$ cat src/rtl/core/alat_pkg.sv
// ----------------------------------------------------------------------------
// Aging life automaton package
// Shared sizes, codes and item types for the toroidal aging life grid.
// ----------------------------------------------------------------------------
package alat_pkg;

   localparam int MAX_WIDTH  = 64;
   localparam int MAX_HEIGHT = 64;
   localparam int COL_BITS   = $clog2(MAX_WIDTH);
   localparam int ROW_BITS   = $clog2(MAX_HEIGHT);
   localparam int ADDR_BITS  = COL_BITS + ROW_BITS;
   localparam int DIM_BITS   = 7;
   localparam int K_BITS     = ROW_BITS + 1;
   localparam int AGE_BITS   = 8;
   localparam int COUNT_BITS = 13;
   localparam int GEN_BITS   = 16;
   localparam int CSR_IDX_BITS  = 2;
   localparam int CSR_DATA_BITS = 8;

   localparam logic [DIM_BITS-1:0] DIM_MIN     = DIM_BITS'(3);
   localparam logic [DIM_BITS-1:0] DIM_MAX_W   = DIM_BITS'(MAX_WIDTH);
   localparam logic [DIM_BITS-1:0] DIM_MAX_H   = DIM_BITS'(MAX_HEIGHT);
   localparam logic [COUNT_BITS-1:0] COUNT_MAX = '1;

   // item function codes
   localparam logic [1:0] FUNC_WRITE = 2'd0;
   localparam logic [1:0] FUNC_READ  = 2'd1;
   localparam logic [1:0] FUNC_GEN   = 2'd2;
   localparam logic [1:0] FUNC_CLEAR = 2'd3;

   // register indexes
   localparam logic [CSR_IDX_BITS-1:0] CSR_MAX_AGE = 2'd0;
   localparam logic [CSR_IDX_BITS-1:0] CSR_GRID_W  = 2'd1;
   localparam logic [CSR_IDX_BITS-1:0] CSR_GRID_H  = 2'd2;

   // column probed by each read of a generation sweep
   localparam logic [1:0] PH_LEFT   = 2'd0;
   localparam logic [1:0] PH_CENTER = 2'd1;
   localparam logic [1:0] PH_RIGHT  = 2'd2;

   typedef struct packed {
      logic [1:0]          func;
      logic [COL_BITS-1:0] cell_x;
      logic [ROW_BITS-1:0] cell_y;
      logic [AGE_BITS-1:0] cell_age;
   } req_item_type;

   typedef struct packed {
      logic [AGE_BITS-1:0]   read_age;
      logic [COUNT_BITS-1:0] alive_count;
      logic [GEN_BITS-1:0]   generation;
   } rsp_item_type;

   // tag of a grid read issued by the generation sweep
   typedef struct packed {
      logic                 valid;
      logic [1:0]           phase;
      logic                 emit;
      logic [ADDR_BITS-1:0] addr;
   } probe_tag_type;

   // next-grid write from the rule stage
   typedef struct packed {
      logic                 we;
      logic                 alive;
      logic [ADDR_BITS-1:0] addr;
      logic [AGE_BITS-1:0]  age;
   } cell_wr_type;

endpackage

$ cat src/rtl/core/alat_rule.sv
// ----------------------------------------------------------------------------
// Life rule stage
// Builds a three-row neighbour window from probed cells and registers the
// next age of each centre cell for the scratch grid.
// ----------------------------------------------------------------------------
module alat_rule (
   input  logic                         clock,
   input  logic                         reset,
   input  logic [alat_pkg::AGE_BITS-1:0] max_age,
   input  alat_pkg::probe_tag_type      tag,
   input  logic [alat_pkg::AGE_BITS-1:0] cell_age,
   output alat_pkg::cell_wr_type        cell_wr
);
   import alat_pkg::*;

   logic                we_ff;
   logic                alive_ff;
   logic [ADDR_BITS-1:0] addr_ff;
   logic [AGE_BITS-1:0]  age_ff;
   logic                stg_l_ff;
   logic                stg_c_ff;
   logic [AGE_BITS-1:0]  stg_age_ff;
   logic [2:0]           mid_bits_ff;
   logic [2:0]           bot_bits_ff;
   logic [AGE_BITS-1:0]  bot_age_ff;

   logic                new_bit;
   logic [7:0]           nbr;
   logic [3:0]           nbr_count;
   logic [AGE_BITS-1:0]  next_age;
   logic                row_done;

   assign new_bit  = (cell_age != '0);
   assign row_done = tag.valid && (tag.phase == PH_RIGHT);

   // old middle row is the top of the window, old bottom row the centre row
   assign nbr = {mid_bits_ff, bot_bits_ff[2], bot_bits_ff[0], stg_l_ff, stg_c_ff, new_bit};

   always_comb begin
      nbr_count = '0;
      for (int i = 0; i < 8; i++) begin
         nbr_count = nbr_count + {3'b000, nbr[i]};
      end
      next_age = '0;
      if ((nbr_count == 4'd3) || ((bot_age_ff != '0) && (nbr_count == 4'd2))) begin
         next_age = (bot_age_ff < max_age) ? bot_age_ff + 8'd1 : max_age;
      end
   end

   always_ff @(posedge clock) begin
      if (reset) begin
         we_ff <= 1'b0;
      end else begin
         we_ff <= row_done && tag.emit;
      end
   end

   always_ff @(posedge clock) begin
      if (tag.valid) begin
         case (tag.phase)
            PH_LEFT: begin
               stg_l_ff <= new_bit;
            end
            PH_CENTER: begin
               stg_c_ff   <= new_bit;
               stg_age_ff <= cell_age;
            end
            PH_RIGHT: begin
               // shift the window down one row
               mid_bits_ff <= bot_bits_ff;
               bot_bits_ff <= {stg_l_ff, stg_c_ff, new_bit};
               bot_age_ff  <= stg_age_ff;
               addr_ff     <= tag.addr;
               age_ff      <= next_age;
               alive_ff    <= (next_age != '0);
            end
            default: begin
               stg_l_ff <= stg_l_ff;
            end
         endcase
      end
   end

   assign cell_wr = '{we: we_ff, alive: alive_ff, addr: addr_ff, age: age_ff};

endmodule

$ cat config.mk
export PLATFORM = sky130hd
export DESIGN_NAME = alat_rule
export DESIGN_NICKNAME = d
export VERILOG_FILES = /design/src/rtl/core/alat_pkg.sv /design/src/rtl/core/alat_rule.sv
export SDC_FILE = /design/constraint.sdc
export NUM_CORES = 1
export LEC_CHECK = 0
export BUFFER_PORTS_ARGS = -buffer_cell sky130_fd_sc_hd__buf_2
export CAP_MARGIN = 20
export CORE_UTILIZATION = 55
export CTS_BUF_LIST = sky130_fd_sc_hd__clkbuf_8
export CTS_CLUSTER_DIAMETER = 30
export DETAILED_ROUTE_END_ITERATION = 7
export PLACE_DENSITY = 0.79
export SYNTH_ARGS = -nofsm -noshare
export SYNTH_HDL_FRONTEND = slang
export SYNTH_SLANG_ARGS = --single-unit
export TNS_END_PERCENT = 20
$ cat constraint.sdc
create_clock -name clock -period 4.1 [get_ports clock]
set_clock_uncertainty 0.1 [all_clocks]
set_input_delay 0.41 -clock clock [delete_from_list [all_inputs] [get_ports clock]]
set_output_delay 0.41 -clock clock [all_outputs]
set_load 0.03 [all_outputs]
# After elaboration in Yosys (flattened, before gate mapping)
# Cells that the tools add are included.
word_totals:
  regBits: 46
  input_bits: 34
classes:
  n_addsub: 8
  order_cmp: 1
  n_eq_ne: 4
  mux: 2
  n_reduce_logical: 11
ops:
  columns: ["cell", "count"]
  rows:
  - ["$reduce_bool A8 Y1", 3]
  - ["$add A4 B1 Y4", 4]
  - ["$mux W8", 2]
  - ["$add A8 B1 Y8 const B", 1]
  - ["$eq A4 B2 Y1 const B", 2]
  - ["$lt A8 B8 Y1", 1]
  - ["$reduce_and A2 Y1", 3]
  - ["$add A3 B1 Y4", 1]
  - ["$add A2 B1 Y3", 1]
  - ["$logic_and A1 B1 Y1", 3]
  - ["$add A1 B1 Y2", 1]
  - ["$eq A2 B1 Y1 const B", 1]
  - ["$eq A2 B2 Y1 const B", 1]
  - ["$logic_not A2 Y1", 1]
  - ["$logic_or A1 B1 Y1", 1]

# Depth between registers and ports, before layout
depth:
  depth_word: 13
  depth_mapped: 11

# Least setup slack after synthesis
# Ideal clock, no wire load.
synth_path:
  kind: "register -> register"
  from: "reg stg_l_ff"
  to: "reg age_ff[0], data pin"
  setup_ns: 0.169
  t_arrival_ns: 3.170
  required_ns: 3.831
  path_slack_ns: 0.661
  stages_incl_launch_ff: 12
  path_buffers: 0
  cell_sequence: "edfxtp_1 > inv_1 > fa_1 > fa_1 > fa_1 > inv_1 > ha_1 > fa_1 > or2_2 > a21oi_1 > inv_2 > o31ai_1"
synth_via:
  elab_chain_cells: 10
  elab_cells_between_ends: 11
  cone_classes: "add/sub (6); eq/ne (2); mux (1); reduce/logical (2)"
synth_rtl:
  columns: ["element", "line_no", "source"]
  rows:
  - ["from (decl)", "alat_rule.sv:20", "logic stg_l_ff;"]
  - ["from (signal assigned)", "alat_rule.sv:62", "stg_l_ff <= new_bit;"]
  - ["from (signal assigned)", "alat_rule.sv:78", "stg_l_ff <= stg_l_ff;"]
  - ["$add A2 B1 Y3 (*)", "alat_rule.sv:42", "nbr_count = nbr_count + {3'b000, nbr[i]};"]
  - ["$add A3 B1 Y4 (*)", "alat_rule.sv:42", null]
  - ["$add A4 B1 Y4 (*) (4 in series)", "alat_rule.sv:42", null]
  - ["$eq A4 B2 Y1", "alat_rule.sv:45", "if ((nbr_count == 4'd3) || ((bot_age_ff != '0) && (nbr_count == 4'd2))) begin"]
  - ["$logic_and A1 B1 Y1", "alat_rule.sv:45", null]
  - ["$logic_or A1 B1 Y1 (*)", "alat_rule.sv:45", null]
  - ["$mux W8 (*)", "alat_rule.sv:45", null]
  - ["via next_age[0]", "alat_rule.sv:30", "logic [AGE_BITS-1:0] next_age;"]
  - ["to (signal assigned)", "alat_rule.sv:74", "age_ff <= next_age;"]
  - ["to (decl)", "alat_rule.sv:19", "logic [AGE_BITS-1:0] age_ff;"]
# The timed path passes the listed nets; every way through them passes the cells marked *.
# A chain may end at the register's enable or synchronous reset.

# Worst setup path in the final report
# Same ends and word-level chain as after synthesis.

==> metrics.yaml <==
outcome:
  status: "finished, final reports clean"
setup_path:
  reg2reg_to: "age_ff[0]"
  r2r_start: "stg_l_ff"
  cp-end-kind: "flip-flop"
  reg2reg_depth: 11
  crit_required_ns: 4.12
  critical_path_peak_fanout: 9
  crit_arrival_ns: 3.71
  start_kind: "flip-flop"
  startpoint: "stg_l_ff"
  crit_type: "reg2reg"
  worstPathCellList: "inv_1, fa_1, fa_1, fa_1, inv_1, ha_1, fa_1, or2_2, a21oi_1, inv_2, o31ai_1"
  reg2reg_slack_ns: 0.40
  worst_path_most_repeated_cell: "fa_1"
  slowest_stage: "fa_1"
  slowest_delay_ns: 0.55
clocking:
  cts_buffers: 5
  clockBufferDepth: 2
  cts_setup_buffers: 0
  cts_hold_buf: 0
  worstSkewPairLatency_ns: 0.30
  cts-root-buf: "clkbuf_8"
  clk_pin_slew_ns: 0.08
  cts_sinks: 46
  htreeDepth: 2
  cts_tree: "yes"
  cts_resized: 0
grt:
  grt_pass1_vias: 1481
  grt_overflow: 0
  grt_max_degree: 36
  grt_pass1_wl_mm: 6.45
  antenna_found_initial: 0
  track_usage_pct: 20.7
die:
  die_w_um: 65.4
  die_y_um: 65.4
  core_area_um2: 3740
  initial_utilization_pct: 59.0
  rows: 22
  die_area_um2: 4270
  design.portCount: 56
timing:
  finalCritPeriodShare_pct: 90.2
  period_minus_slack_ns: 3.70
  setup_tns_ns: 0
  rsz0062_at_grt: "false"
  clock.fmax_ghz: 0.270
  hold_ws_ns: 0.180
  tightestPinTransition_ns: 0.440
  setup_violations: 0
  relSlewSlack_pct: 70.7
  final.setup.worst_slack_ns: 0.402
  drv_slew: 0
  hold_viol: 0
power:
  comb_power_share_pct: 10.8
  seqPwrFrac_pct: 54.8
  swShare_pct: 21.9
  p_leak_uw: 0.00109
  p_clk_share_pct: 34.4
  ir_worst_vdd_v: 0.000315
  intPower_uw: 772
  p_switching_uw: 217
  p_per_area_nw_per_um2: 377
  total_power_uw: 989
min_path:
  min_to: "we_ff"
  hold_class: "in2reg"
  hold_path_depth: 2
  hp-start: "reset"
routing:
  dr_total_vias: 1516
  drc: 0
  first_pass_iters: 4
  wl_per_cell_um: 14.5
  ant_nets: 0
  finalWirelength_mm: 3.92
  avgViaCountPerCell: 5.59
  dr.first_iter.drc_count: 130
finish:
  multiInputGateArea_um2: 709
  diodes: 0
  drive_gt1_share_pct: 30.0
  final_nets: 272
  seqCellArea_um2: 1370
  fill_cells: 276
  area_growth_pct: 18.8
logic_synthesis:
  synthArstFlopShare_pct: 0
  syn_area_um2: 2210
  yosysWarnings: 0
  netlist_instances: 165
  ys_seq_elements: 46
  yosys_most_used_dff: "edfxtp_1"
  syn_nets: 215
  postSynthAreaPerCell_um2: 13.4
  synth_edf_count: 45
  ys_types: 38
  yosysSeqAreaShare_pct: 62.1
job:
  cap_viol_max_count: 0
placed_design:
  hpwl_mm: 2.97
  globalplace.congestion: 0.845
  port_buffers: 55
  post-place-ws_ns: 0.403
sequential cells by signal (all words and copies together) (netlist names):
register,flops
addr_ff,12
age_ff,8
alive_ff,1
bot_age_ff,8
bot_bits_ff,3
mid_bits_ff,3
stg_age_ff,8
stg_c_ff,1
stg_l_ff,1
we_ff,1
cells in the final DEF (no fill, tap or decap), types with 4 or more instances in the layout:
| master | netlist | routed |
|---|---|---|
| buf_2 | 2 | 55 |
| fa_1 | 4 | 4 |
| a211oi_1 | 6 | 6 |
| nand3_1 | 8 | 8 |
| inv_1 | 21 | 22 |
| xnor2_1 | 5 | 5 |
| ha_1 | 12 | 12 |
| a21oi_1 | 5 | 5 |
| nor3_1 | 6 | 6 |
| edfxtp_1 | 45 | 45 |
| clkbuf_8 | 0 | 6 |
| nand2_1 | 6 | 6 |
cell type report:
cell class	count	area share [%]
sequential	46	52.3
multi-input combinational	91	27.1
timing repair buffer	56	10.8
clock buffer	6	3.15
inverter	22	3.15
tap	48	2.29
clock inverter	2	1.29
metrics by stage:
step	cell area (µm²)	utilization [%]	instances
floorplan	2210	-	165
global placement	2510	66.9	263
detailed placement	2510	66.9	263
CTS	2620	70.1	271
global route	2620	70.1	271
finish	2620	70.1	271
kinds of logic (layout without fill, tap and decap cells):
family                     after synthesis  in the layout  share of synthesized area, %
AOI/OAI and AO/OA                       22             22                          6.57
xor gates and xnor gates                 8              8                          3.17
adders and majority gates               16             16                          10.4
buffers and inverters                   28             86                          5.89
DFF                                     46             46                          62.1
and+or+nand+nor                         45             45                          11.8
per-layer routing:
| layer | vias up | track usage [%] | wire [µm] |
|---|---|---|---|
| met5 | - | 0 | 0 |
| met4 | 0 | 8.97 | 36 |
| met3 | 4 | 6.25 | 242 |
| met2 | 52 | 36.0 | 2080 |
| met1 | 740 | 23.5 | 1560 |
| li1 | 720 | - | - |
critical path: cells and delay by family (launching register included):
kind	cells	cell delay (ns)
DFF	1	0.36
and+or+nand+nor	1	0.28
AOI/OAI and AO/OA	2	0.51
adders and majority gates	5	2.03
buffers and inverters	3	0.23
worst max path at each step:
stage	endpoint	slack, ns	cells after the start
global route	alive_ff	0.25	11
floorplan	age_ff[0]	0.66	11
global placement	age_ff[0]	0.60	11
CTS	age_ff[0]	0.39	11
detailed placement	age_ff[0]	0.40	11
finish	age_ff[0]	0.40	11
synth_stat cells, types with 2 or more instances:
cell | instances | area share [%]
a211oi_1 | 6 | 2.0
a21oi_1 | 5 | 1.1
and2_1 | 2 | 0.57
and3_1 | 2 | 0.57
buf_2 | 2 | 0.45
buf_4 | 2 | 0.68
buf_6 | 2 | 1.0
edfxtp_1 | 45 | 61
fa_1 | 4 | 3.6
ha_1 | 12 | 6.8
inv_1 | 21 | 3.6
nand2_1 | 6 | 1.0
nand3_1 | 8 | 1.8
nand4_1 | 3 | 0.85
nor2_1 | 4 | 0.68
nor3_1 | 6 | 1.4
nor4_1 | 3 | 0.85
o21ai_0 | 3 | 0.68
o21ai_1 | 2 | 0.45
or4_1 | 3 | 1.0
xnor2_1 | 5 | 2.0
xor2_1 | 3 | 1.2
power by group through the flow:
stage / Sequential [µW] / Combinational, µW / Clock (µW)
5_1_grt: 544 / 120 / 362
4_1_cts: 542 / 108 / 344
3_3_place_gp: 551 / 102 / 0
2_1_floorplan: 570 / 52.0 / 0
3_5_place_dp: 553 / 108 / 0
6_report: 542 / 107 / 340
Power figures use the tool's default switching activity.
